--- config.mk ---
export PLATFORM = sky130hd
export DESIGN_NAME = psf_tag_extractor_flat
export DESIGN_NICKNAME = d
export VERILOG_FILES = /design/src/hdl/psf_pkg.sv /design/src/hdl/psf_if.sv /design/src/hdl/psf_parser.sv /design/src/hdl/psf_tag_extractor.sv /design/src/flat_wrapper.sv
export SDC_FILE = /design/constraint.sdc
export NUM_CORES = 1
export LEC_CHECK = 0
export ABC_AREA = 1
export ABC_CLOCK_PERIOD_IN_PS = 4050
export BUFFER_PORTS_ARGS = -buffer_cell sky130_fd_sc_hd__buf_2
export CORE_UTILIZATION = 50
export DETAILED_ROUTE_END_ITERATION = 16
export GPL_TIMING_DRIVEN = 0
export PLACE_DENSITY = 0.66
export SYNTH_ARGS = -nofsm -noshare
export SYNTH_HDL_FRONTEND = slang
export SYNTH_SLANG_ARGS = --single-unit
--- constraint.sdc ---
create_clock -name clk -period 4.05 [get_ports clk]
set_input_delay 0.2025 -clock clk [delete_from_list [all_inputs] [get_ports clk]]
set_output_delay 0.2025 -clock clk [all_outputs]
set_load 0.005 [all_outputs]
--- src/hdl/psf_pkg.sv ---
`default_nettype none
package psf_pkg;

	typedef enum logic [3:0] {
		PH_MAGIC    = 4'd0,
		PH_VERSION  = 4'd1,
		PH_RESERVED = 4'd2,
		PH_PROGRAM  = 4'd3,
		PH_SKIP     = 4'd4,
		PH_MARK     = 4'd5,
		PH_MARK_BAD = 4'd6,
		PH_BODY     = 4'd7,
		PH_DRAIN    = 4'd8
	} phase_t;

	typedef enum logic [1:0] {
		ST_OK        = 2'd0,
		ST_NOT_PSF   = 2'd1,
		ST_TRUNCATED = 2'd2,
		ST_BAD_TAG   = 2'd3
	} status_t;

	localparam int SkipWidth = 34;
	localparam logic [SkipWidth-1:0] SkipBase = SkipWidth'(4);

	typedef struct packed {
		logic [7:0] data_byte;
		logic       end_of_stream;
	} item_t;

	typedef struct packed {
		logic       valid;
		logic       is_status;
		logic [7:0] tag_byte;
		status_t    status;
	} parse_out_t;

	function automatic logic [7:0] magic_byte(input logic [1:0] idx);
		logic [7:0] b;
		case (idx)
			2'd0:    b = 8'h50;
			2'd1:    b = 8'h53;
			default: b = 8'h46;
		endcase
		return b;
	endfunction

	function automatic logic [7:0] marker_byte(input logic [2:0] idx);
		logic [7:0] b;
		case (idx)
			3'd0:    b = 8'h5B;
			3'd1:    b = 8'h54;
			3'd2:    b = 8'h41;
			3'd3:    b = 8'h47;
			default: b = 8'h5D;
		endcase
		return b;
	endfunction

endpackage
`default_nettype wire

--- src/hdl/psf_if.sv ---
`default_nettype none
interface psf_in_if;
	logic       valid;
	logic       ready;
	logic [7:0] data_byte;
	logic       end_of_stream;

	modport source (output valid, output data_byte, output end_of_stream, input ready);
	modport sink (input valid, input data_byte, input end_of_stream, output ready);
endinterface

interface psf_out_if;
	logic       valid;
	logic       ready;
	logic       is_status;
	logic [7:0] tag_byte;
	logic [1:0] status;

	modport source (output valid, output is_status, output tag_byte, output status,
		input ready);
	modport sink (input valid, input is_status, input tag_byte, input status,
		output ready);
endinterface
`default_nettype wire

--- src/hdl/psf_parser.sv ---
`default_nettype none
module psf_parser
	import psf_pkg::*;
(
	input  wire logic       clk,
	input  wire logic       arst_n,
	input  wire logic       step,
	input  wire item_t      item,
	output parse_out_t      res
);

	phase_t                 phase_q, phase_d;
	logic [2:0]             pos_q, pos_d;
	logic [31:0]            size_q, size_d;
	logic [SkipWidth-1:0]   skip_q, skip_d;
	logic                   err_q, err_d;

	logic [7:0]             b;
	logic [31:0]            size_full;
	logic [SkipWidth-1:0]   skip_dec;
	logic [2:0]             mark_pos;
	logic                   mark_bad;
	logic                   magic_bad;

	assign b         = item.data_byte;
	assign size_full = {b, size_q[23:0]};
	assign skip_dec  = skip_q - SkipWidth'(skip_q != '0);
	assign mark_pos  = (pos_q > 3'd4) ? 3'd4 : pos_q;
	assign mark_bad  = (phase_q == PH_MARK_BAD) || (b != marker_byte(mark_pos));
	assign magic_bad = (pos_q > 3'd2) || (b != magic_byte(pos_q[1:0]));

	// next state
	always_comb begin
		phase_d = phase_q;
		pos_d   = pos_q;
		size_d  = size_q;
		skip_d  = skip_q;
		err_d   = err_q;
		if (item.end_of_stream) begin
			phase_d = PH_MAGIC;
			pos_d   = '0;
			size_d  = '0;
			skip_d  = '0;
			err_d   = 1'b0;
		end else begin
			case (phase_q)
				PH_MAGIC: begin
					if (magic_bad) begin
						phase_d = PH_DRAIN;
						err_d   = 1'b1;
					end else if (pos_q == 3'd2) begin
						phase_d = PH_VERSION;
						pos_d   = '0;
					end else begin
						pos_d = pos_q + 3'd1;
					end
				end
				PH_VERSION: begin
					phase_d = PH_RESERVED;
					pos_d   = '0;
					size_d  = '0;
				end
				PH_RESERVED, PH_PROGRAM: begin
					// little-endian byte lanes
					case (pos_q[1:0])
						2'd0:    size_d[7:0]   = b;
						2'd1:    size_d[15:8]  = b;
						2'd2:    size_d[23:16] = b;
						default: size_d[31:24] = b;
					endcase
					if (pos_q[1:0] == 2'd3) begin
						if (phase_q == PH_RESERVED) begin
							skip_d  = SkipBase + SkipWidth'(size_full);
							phase_d = PH_PROGRAM;
						end else begin
							skip_d  = skip_q + SkipWidth'(size_full);
							phase_d = PH_SKIP;
						end
						size_d = '0;
						pos_d  = '0;
					end else begin
						pos_d = {1'b0, pos_q[1:0]} + 3'd1;
					end
				end
				PH_SKIP: begin
					skip_d = skip_dec;
					if (skip_dec == '0) begin
						phase_d = PH_MARK;
						pos_d   = '0;
					end
				end
				PH_MARK, PH_MARK_BAD: begin
					if (mark_bad) phase_d = PH_MARK_BAD;
					if (mark_pos == 3'd4) begin
						pos_d = '0;
						if (mark_bad) begin
							phase_d = PH_DRAIN;
							err_d   = 1'b1;
						end else begin
							phase_d = PH_BODY;
						end
					end else begin
						pos_d = mark_pos + 3'd1;
					end
				end
				default: begin
				end
			endcase
		end
	end

	// result of the current item
	always_comb begin
		res = '{valid: 1'b0, is_status: 1'b0, tag_byte: 8'h00, status: ST_OK};
		if (item.end_of_stream) begin
			res.is_status = 1'b1;
			case (phase_q)
				PH_MAGIC: begin
					res.valid  = !err_q;
					res.status = ST_NOT_PSF;
				end
				PH_VERSION, PH_RESERVED, PH_PROGRAM: begin
					res.valid  = !err_q;
					res.status = ST_TRUNCATED;
				end
				PH_SKIP, PH_MARK, PH_MARK_BAD, PH_BODY: begin
					res.valid = !err_q;
				end
				default: begin
				end
			endcase
		end else begin
			case (phase_q)
				PH_MAGIC: begin
					if (magic_bad) begin
						res.valid     = 1'b1;
						res.is_status = 1'b1;
						res.status    = ST_NOT_PSF;
					end
				end
				PH_MARK, PH_MARK_BAD: begin
					if (mark_pos == 3'd4 && mark_bad) begin
						res.valid     = 1'b1;
						res.is_status = 1'b1;
						res.status    = ST_BAD_TAG;
					end
				end
				PH_BODY: begin
					res.valid    = 1'b1;
					res.tag_byte = b;
				end
				default: begin
				end
			endcase
		end
	end

	always_ff @(posedge clk or negedge arst_n) begin
		if (!arst_n) begin
			phase_q <= PH_MAGIC;
			pos_q   <= '0;
			size_q  <= '0;
			skip_q  <= '0;
			err_q   <= 1'b0;
		end else if (step) begin
			phase_q <= phase_d;
			pos_q   <= pos_d;
			size_q  <= size_d;
			skip_q  <= skip_d;
			err_q   <= err_d;
		end
	end

endmodule
`default_nettype wire

--- src/hdl/psf_tag_extractor.sv ---
// Streaming PSF tag extractor. Feed the file one byte per item on stream and close it
// with an item that has end_of_stream set; the parser then restarts for the next file.
// Each tag byte after the [TAG] marker comes out as a result with is_status low, and
// every stream ends with one status result (0 success, 1 not PSF, 2 truncated header,
// 3 bad tag marker), except that after an error status the rest of that stream,
// its end included, gives no further result. A byte is taken every clock cycle unless
// the input is stalled; an item goes through an input register and the parser logic
// into the result register, from which its result is offered. result.ready low only
// stalls the input once both registers hold items.
`default_nettype none
module psf_tag_extractor
	import psf_pkg::*;
(
	input  wire logic  clk,
	input  wire logic  arst_n,
	psf_in_if.sink     stream,
	psf_out_if.source  result
);

	logic       valid_s1;
	item_t      item_s1;
	logic       advance;
	parse_out_t step_res;

	logic       res_valid_q;
	logic       is_status_q;
	logic [7:0] tag_byte_q;
	status_t    status_q;

	// the item in the input register moves on once the result register is free
	assign advance      = valid_s1 && (!res_valid_q || result.ready);
	assign stream.ready = !valid_s1 || advance;

	always_ff @(posedge clk or negedge arst_n) begin
		if (!arst_n) begin
			valid_s1 <= 1'b0;
		end else if (stream.valid && stream.ready) begin
			valid_s1 <= 1'b1;
		end else if (advance) begin
			valid_s1 <= 1'b0;
		end
	end

	always_ff @(posedge clk) begin
		if (stream.valid && stream.ready) begin
			item_s1 <= '{data_byte: stream.data_byte, end_of_stream: stream.end_of_stream};
		end
	end

	psf_parser u_parser (
		.clk    (clk),
		.arst_n (arst_n),
		.step   (advance),
		.item   (item_s1),
		.res    (step_res)
	);

	always_ff @(posedge clk or negedge arst_n) begin
		if (!arst_n) begin
			res_valid_q <= 1'b0;
		end else if (advance) begin
			res_valid_q <= step_res.valid;
		end else if (result.ready) begin
			res_valid_q <= 1'b0;
		end
	end

	always_ff @(posedge clk) begin
		if (advance && step_res.valid) begin
			is_status_q <= step_res.is_status;
			tag_byte_q  <= step_res.tag_byte;
			status_q    <= step_res.status;
		end
	end

	assign result.valid     = res_valid_q;
	assign result.is_status = is_status_q;
	assign result.tag_byte  = tag_byte_q;
	assign result.status    = status_q;

endmodule
`default_nettype wire
--- src/flat_wrapper.sv ---
// flat-port wrapper written by rule: the top's interface ports become plain ports
module psf_tag_extractor_flat import psf_pkg::*;
  (clk, arst_n, stream_valid, stream_data_byte, stream_end_of_stream, stream_ready, result_valid, result_is_status, result_tag_byte, result_status, result_ready);
  psf_in_if stream_i ();
  psf_out_if result_i ();
  input  wire logic clk;
  input  wire logic arst_n;
  input wire logic [$bits(stream_i.valid)-1:0] stream_valid;
  input wire logic [$bits(stream_i.data_byte)-1:0] stream_data_byte;
  input wire logic [$bits(stream_i.end_of_stream)-1:0] stream_end_of_stream;
  output wire logic [$bits(stream_i.ready)-1:0] stream_ready;
  output wire logic [$bits(result_i.valid)-1:0] result_valid;
  output wire logic [$bits(result_i.is_status)-1:0] result_is_status;
  output wire logic [$bits(result_i.tag_byte)-1:0] result_tag_byte;
  output wire logic [$bits(result_i.status)-1:0] result_status;
  input wire logic [$bits(result_i.ready)-1:0] result_ready;
  assign stream_i.valid = stream_valid;
  assign stream_i.data_byte = stream_data_byte;
  assign stream_i.end_of_stream = stream_end_of_stream;
  assign stream_ready = stream_i.ready;
  assign result_valid = result_i.valid;
  assign result_is_status = result_i.is_status;
  assign result_tag_byte = result_i.tag_byte;
  assign result_status = result_i.status;
  assign result_i.ready = result_ready;
  psf_tag_extractor u_core (.clk(clk), .arst_n(arst_n), .stream(stream_i), .result(result_i));
endmodule
# Yosys cells after proc, flatten, opt, wreduce, memory -nomap -nowiden
# Index checks and enable logic that the tools add are counted.
# word_totals
latch_bits	0
ramBits	0
elab_cells	134
output_inout_bits	13
reg_bits	88
input_bits	13
n_memories	0
rom_bits	0
# op_classes
bitwise	1
n_mux	49
add_sub_neg	6
n_div	0
n_reduce_logical	34
magnitude_cmp	2
mul	0
n_eq_ne	28
shift	0
# ops
operator	n
$mux 34	3
$pmux 34 s2	1
$mux 24	2
$pmux 24 s2	1
$add 34x32->34	1
$logic_not 34->1	1
$reduce_bool 34->1	1
$sub 34x1->34	1
$add 3x32->33 const A	1
$mux 4	8
$mux 3	8
$mux 8	3
$pmux 4 s5	1
$pmux 5 s4	1
$ne 3x2->1 const B	6
$eq 4x3->1 const B	4
$ne 8x8->1	2
$pmux 3 s5	1
$ne 4x2->1 const B	3
$reduce_and 3->1	4
$mux 1	10
$pmux 5 s2	1
$eq 3x2->1 const B	3
$reduce_bool 3->1	3
30 further kinds	50

# Depth between registers and ports, before layout
# depth
word_depth	11
ltp_mapped	21
ltp_nobuf	21

# By module
# From an unflattened synthesis, not the netlist that was laid out.
# unflattened
cells_unflattened	1394
hier_area_um2	8674.6
# modules_own_cells
module	instances	cells_each	seq_area_each_um2	area_per_inst_um2
psf_parser	1	1359	1651.6	7967.6
psf_tag_extractor	1	35	650.6	706.9

# Worst setup path after synthesis
# No wires, ideal clock.
# synth_timing
path_type	register -> register
from	reg u_core.u_parser.pos_q[0]
to	reg u_core.is_status_q (netlist: u_core.result.is_status), enable pin
n_path_buf	0
t_arrival_ns	2.571
setup_time_ns	0.289
stages_incl_launch_ff	18
setup_slack_ns	1.190
period_less_slack_ns	2.860
required_ns	3.761
path_cell_list	dfrtp_1 inv_1 ha_1 o21ai_0 inv_1 ha_1 ha_1 nor2_1 o221ai_1 a21o_1 nor2_2 nor2_1 nand2_1 nand2_1 nor2_1 o21ai_0 nand3_1 inv_1
# synth_between
elab_chain_cells	11
elab_cells_between_ends	22
cone_classes	order compare (2); eq/ne (7); mux (7); reduce/logical (6)
# synth_rtl
element	line_no	text
from (decl)	psf_parser.sv:13	logic [2:0] pos_q, pos_d;
from (signal assigned)	psf_parser.sv:167	pos_q <= pos_d;
$gt 3x3->1	psf_parser.sv:28	assign mark_pos = (pos_q > 3'd4) ? 3'd4 : pos_q;
$mux 3	psf_parser.sv:28	
$eq 3x2->1 (tied with other cells)	psf_pkg.sv:50	case (idx)
$pmux 5 s4	psf_pkg.sv:50	
$ne 8x8->1	psf_parser.sv:29	assign mark_bad = (phase_q == PH_MARK_BAD) || (b != marker_byte(mark_pos));
$logic_or 1x1->1	psf_parser.sv:29	
$logic_and 1x1->1	psf_parser.sv:142	if (mark_pos == 3'd4 && mark_bad) begin
$mux 2	psf_parser.sv:142	
$pmux 1 s3 *	psf_parser.sv:133	case (phase_q)
$mux 2 *	psf_parser.sv:115	if (item.end_of_stream) begin
$logic_and 1x1->1 *	psf_tag_extractor.sv:69	if (advance && step_res.valid) begin
to (signal assigned)	psf_tag_extractor.sv:70	is_status_q <= step_res.is_status;
to (decl)	psf_tag_extractor.sv:26	logic is_status_q;
# Mark *: on every way between the ends. The rest lies on a longest branch, timed or not.
# A chain may end at the register's enable or synchronous reset.

# Worst setup path in the final report
# layout_timing
from	reg u_core.u_parser.skip_q[4]
to	reg u_core.u_parser.pos_q[2]
# layout_between
elab_chain_cells	5
# layout_rtl
element	line_no	text
from (decl)	psf_parser.sv:15	logic [SkipWidth-1:0] skip_q, skip_d;
from (signal assigned)	psf_parser.sv:169	skip_q <= skip_d;
$reduce_bool 34->1	psf_parser.sv:27	assign skip_dec = skip_q - SkipWidth'(skip_q != '0);
$sub 34x1->34 *	psf_parser.sv:27	
$logic_not 34->1 *	psf_parser.sv:87	if (skip_dec == '0) begin
$ne 3x2->1 (no line) *	n/a	
$reduce_and 4->1 (no line) *	n/a	
# Marks and branches as above.

==> results.py <==
metrics = {
    "timing": {
        "clock.fmax_ghz": 0.264,
        "finalWorstSetupSlack_ns": 0.262,
        "post-route-min-period_ns": 3.79,
        "tightest_slew_ns": 0.771,
        "rsz0062_at_grt": "false",
        "slew_violations": 0,
        "hold_slack_ns": 0.0244,
        "final_hold_viol_count": 0,
        "finClkSkew_ns": 0.0102,
        "setup_violations": 0,
        "tns_ns": 0,
        "maxSlewHeadroom_pct": 48.6,
        "period_share_pct": 93.5,
    },
    "synth": {
        "yosysTopAreaCell": "dfrtp_1",
        "synth_edf_count": 20,
        "yosysTopAreaCellShare_pct": 19.8,
        "synth_area_sq_um": 8580,
        "ys_ff_latch": 88,
        "yosys_most_used_dff": "dfrtp_1",
        "yosys-top-cells-area": "dfrtp_1, nand2_1, nor2_1",
        "postSynthCellCount": 1386,
        "synth.yosys.seq_area_share_pct": 26.8,
        "ys_types": 49,
        "synth.avg_cell_area_sq_um": 6.19,
        "synth_nets": 1442,
        "async_flop_share_pct": 77.3,
        "ys_warn_count": 0,
    },
    "critical_path": {
        "worstPathCellList": "nor2_1, nand2_2, nor4_2, nand4_1, ha_1, ha_1, nand2_4, xor2_1, nand3_1, nor2_1, nand4_1, nor2_2, nand2_2, nand2_4, nand3_2, nand2_1, nand2_1",
        "required_ns": 4.30,
        "setup.worst_path.start_class": "register",
        "arrival_ns": 4.04,
        "path_class": "register to register",
        "crit_path_max_incr_delay_ns": 0.49,
        "crit_path_max_fanout": 8,
        "worst_setup_path_end_kind": "register",
        "cp_top_family": "simple AND/OR/NAND/NOR gates",
        "critical_path.slowest_cell": "dfrtp_1",
        "critPathBufInv": 0,
    },
    "cts": {
        "h-tree-depth": 3,
        "cts_post_setup_buffers_inserted": 0,
        "clockBufferDepth": 2,
        "clk_pin_slew_ns": 0.06,
        "cts_tree": "built",
        "cts.sinks": 88,
        "numCtsBuffers": 9,
        "cts-root-buf": "clkbuf_16",
        "clkLatencyLatePin_ns": 0.35,
    },
    "floorplanning": {
        "dieArea_sq_um": 17700,
        "dieWidth_microns": 133,
        "start_util_pct": 51.6,
        "dieHeight_microns": 133,
        "core_region_area_sq_um": 16600,
        "num_io_pins": 26,
        "rows": 47,
    },
    "place": {
        "port_buffers": 25,
        "place_area_sq_um": 9010,
        "dp_hpwl_mm": 25.1,
        "placed_cells": 1632,
        "gp_congestion": 0.989,
        "dpl_worst_slack_ns": 0.192,
    },
    "global_route": {
        "overflow": 0,
        "grt_pass1_vias": 8570,
        "antenna_found_initial": 0,
        "grt_usage_pct": 35.5,
        "grt_start_max_net_pins": 49,
        "grt_pass1_wl_mm": 47.1,
    },
    "detailed_routing": {
        "wl_mm": 30.7,
        "dr.pass1.iters": 7,
        "ant_nets": 0,
        "initialDrtViolationCount": 721,
        "routedWlPerCell_microns": 18.6,
        "via_per_inst": 5.69,
        "drc": 0,
        "vias": 9376,
    },
    "pwr": {
        "clockPowerShare_pct": 15.8,
        "total_power_mw": 4.86,
        "p_sw_share_pct": 51.1,
        "comb_power_share_pct": 59.3,
        "ir_drop_mv": 0.271,
        "powerDensity_nw_per_um2": 523,
        "power_switching_mw": 2.49,
        "intPower_mw": 2.38,
        "p_leak_nw": 4.52,
        "seqPwrFrac_pct": 24.9,
    },
    "cells_and_area": {
        "area_growth_pct": 8.27,
        "fin_util_pct": 55.8,
        "regArea_sq_um": 2300,
        "fin_nets": 1480,
        "antenna_cells": 0,
        "design_area_sq_um": 9290,
        "fillers": 1730,
        "instances_no_fill": 1648,
        "drive_gt1_share_pct": 6.58,
        "multi_input_area_sq_um": 5560,
    },
    "min_path": {
        "hold_path.class": "primary input to register",
    },
    "flow_run": {
        "drv_cap": 0,
    },
    "status": {
        "run_status": "finished, final reports clean",
    },
}
==> cells by family after synthesis <==
logic type	share of synthesized area [%]
simple gates	40.2
xor+xnor	2.65
flops	26.8
fa+ha+maj	6.36
buf+inv	8.47
compound gates	15.5
==> placed cells by master (no fill, tap or decap), types with 4 or more instances in the layout <==
cell / netlist / routed
clkbuf_1: 19 / 20
nor3_1: 21 / 21
clkbuf_16: 0 / 9
xor2_1: 19 / 19
nand3b_1: 4 / 4
inv_2: 9 / 9
buf_1: 4 / 4
o21bai_1: 4 / 4
nor4_1: 8 / 7
edfxtp_1: 20 / 20
nand4_1: 36 / 36
nand2_2: 6 / 6
nand3_1: 95 / 95
nor2_2: 9 / 9
a21o_1: 6 / 6
nor2_1: 175 / 175
a31oi_1: 4 / 4
xnor2_1: 7 / 7
o21ai_1: 25 / 25
ha_1: 42 / 42
o22ai_1: 11 / 11
o21ai_0: 99 / 99
nand2_1: 417 / 417
nor2_4: 6 / 6
o211ai_1: 5 / 5
inv_1: 153 / 153
or2_2: 6 / 6
a21oi_1: 76 / 76
dfrtp_1: 68 / 68
buf_2: 2 / 26
==> cell usage after synthesis, types with 7 or more instances <==
cell and instances:
nor4_1 8, nand3_1 95, inv_2 9, nor3_1 21
edfxtp_1 20, nand4_1 36, dfrtp_1 68, clkbuf_1 19
inv_1 153, xor2_1 19, o21ai_0 99, ha_1 42
o22ai_1 11, a21oi_1 76, nor2_1 175, o21ai_1 25
nand2_1 417, xnor2_1 7, nor2_2 9
==> worst register-to-register path, cell delays in order, from the launching register on <==
cell	delay, ns
dfrtp_1	0.49
nor2_1	0.31
nand2_2	0.18
nor4_2	0.35
nand4_1	0.23
ha_1	0.36
ha_1	0.30
nand2_4	0.17
xor2_1	0.20
nand3_1	0.14
nor2_1	0.11
nand4_1	0.19
nor2_2	0.17
nand2_2	0.12
nand2_4	0.15
nand3_2	0.11
nand2_1	0.08
nand2_1	0.04
==> final cells by class <==
class	count	area share, %
timing repair buffer	27	1.78
clock buffer	10	2.46
sequential	88	24.8
buffer	27	1.24
multi-input combinational	1108	59.8
clock inverter	5	0.364
inverter	163	6.58
tap	220	2.96
==> what timing repair did <==
item                                    4_1_cts  5_1_grt
hold buffers                                  1        0
endpoints found under the setup margin        0        7
gates resized for setup                       0        1
endpoints found under the hold margin        20        0
==> final timing paths <==
path,endpoint,startpoint,slack [ns],cells past startpoint
min in group asynchronous,u_core.u_parser.size_q[6],arst_n,0.28,2
max in group asynchronous,u_core.u_parser.skip_q[29],arst_n,3.20,3
max reg2reg,u_core.u_parser.pos_q[2],u_core.u_parser.skip_q[4],0.26,17
min,u_core.item_s1[5],stream_data_byte[4],0.02,1
min reg2reg,u_core.u_parser.phase_q[2],u_core.u_parser.phase_q[2],0.51,2
max,u_core.u_parser.pos_q[2],u_core.u_parser.skip_q[4],0.26,17
==> state kept, by name (all words and copies together) (netlist names) <==
register	flops
u_core.u_parser.skip_q	34
u_core.u_parser.size_q	24
u_core.item_s1	9
u_core.result.tag_byte	8
u_core.u_parser.phase_q	4
u_core.u_parser.pos_q	3
u_core.result.status	2
u_core.result.is_status	1
u_core.result.valid	1
u_core.u_parser.err_q	1
u_core.valid_s1	1
==> power groups by stage <==
stage	registers [mW]	clock network (mW)	logic (mW)
finish	1.21	0.770	2.88
global route	1.22	0.817	3.23
CTS	1.20	0.782	2.85
detailed placement	1.22	0	2.83
global placement	1.22	0	2.81
floorplan	1.16	0	2.08
==> routing by layer <==
metal	global-route usage (%)	wire, microns	vias to the layer above
met5	0	0	-
met4	13.3	1010	0
met3	5.75	2310	54
met2	57.0	13800	319
met1	47.9	13500	4339
li1	-	-	4664
(Power assumes the default switching activity.)
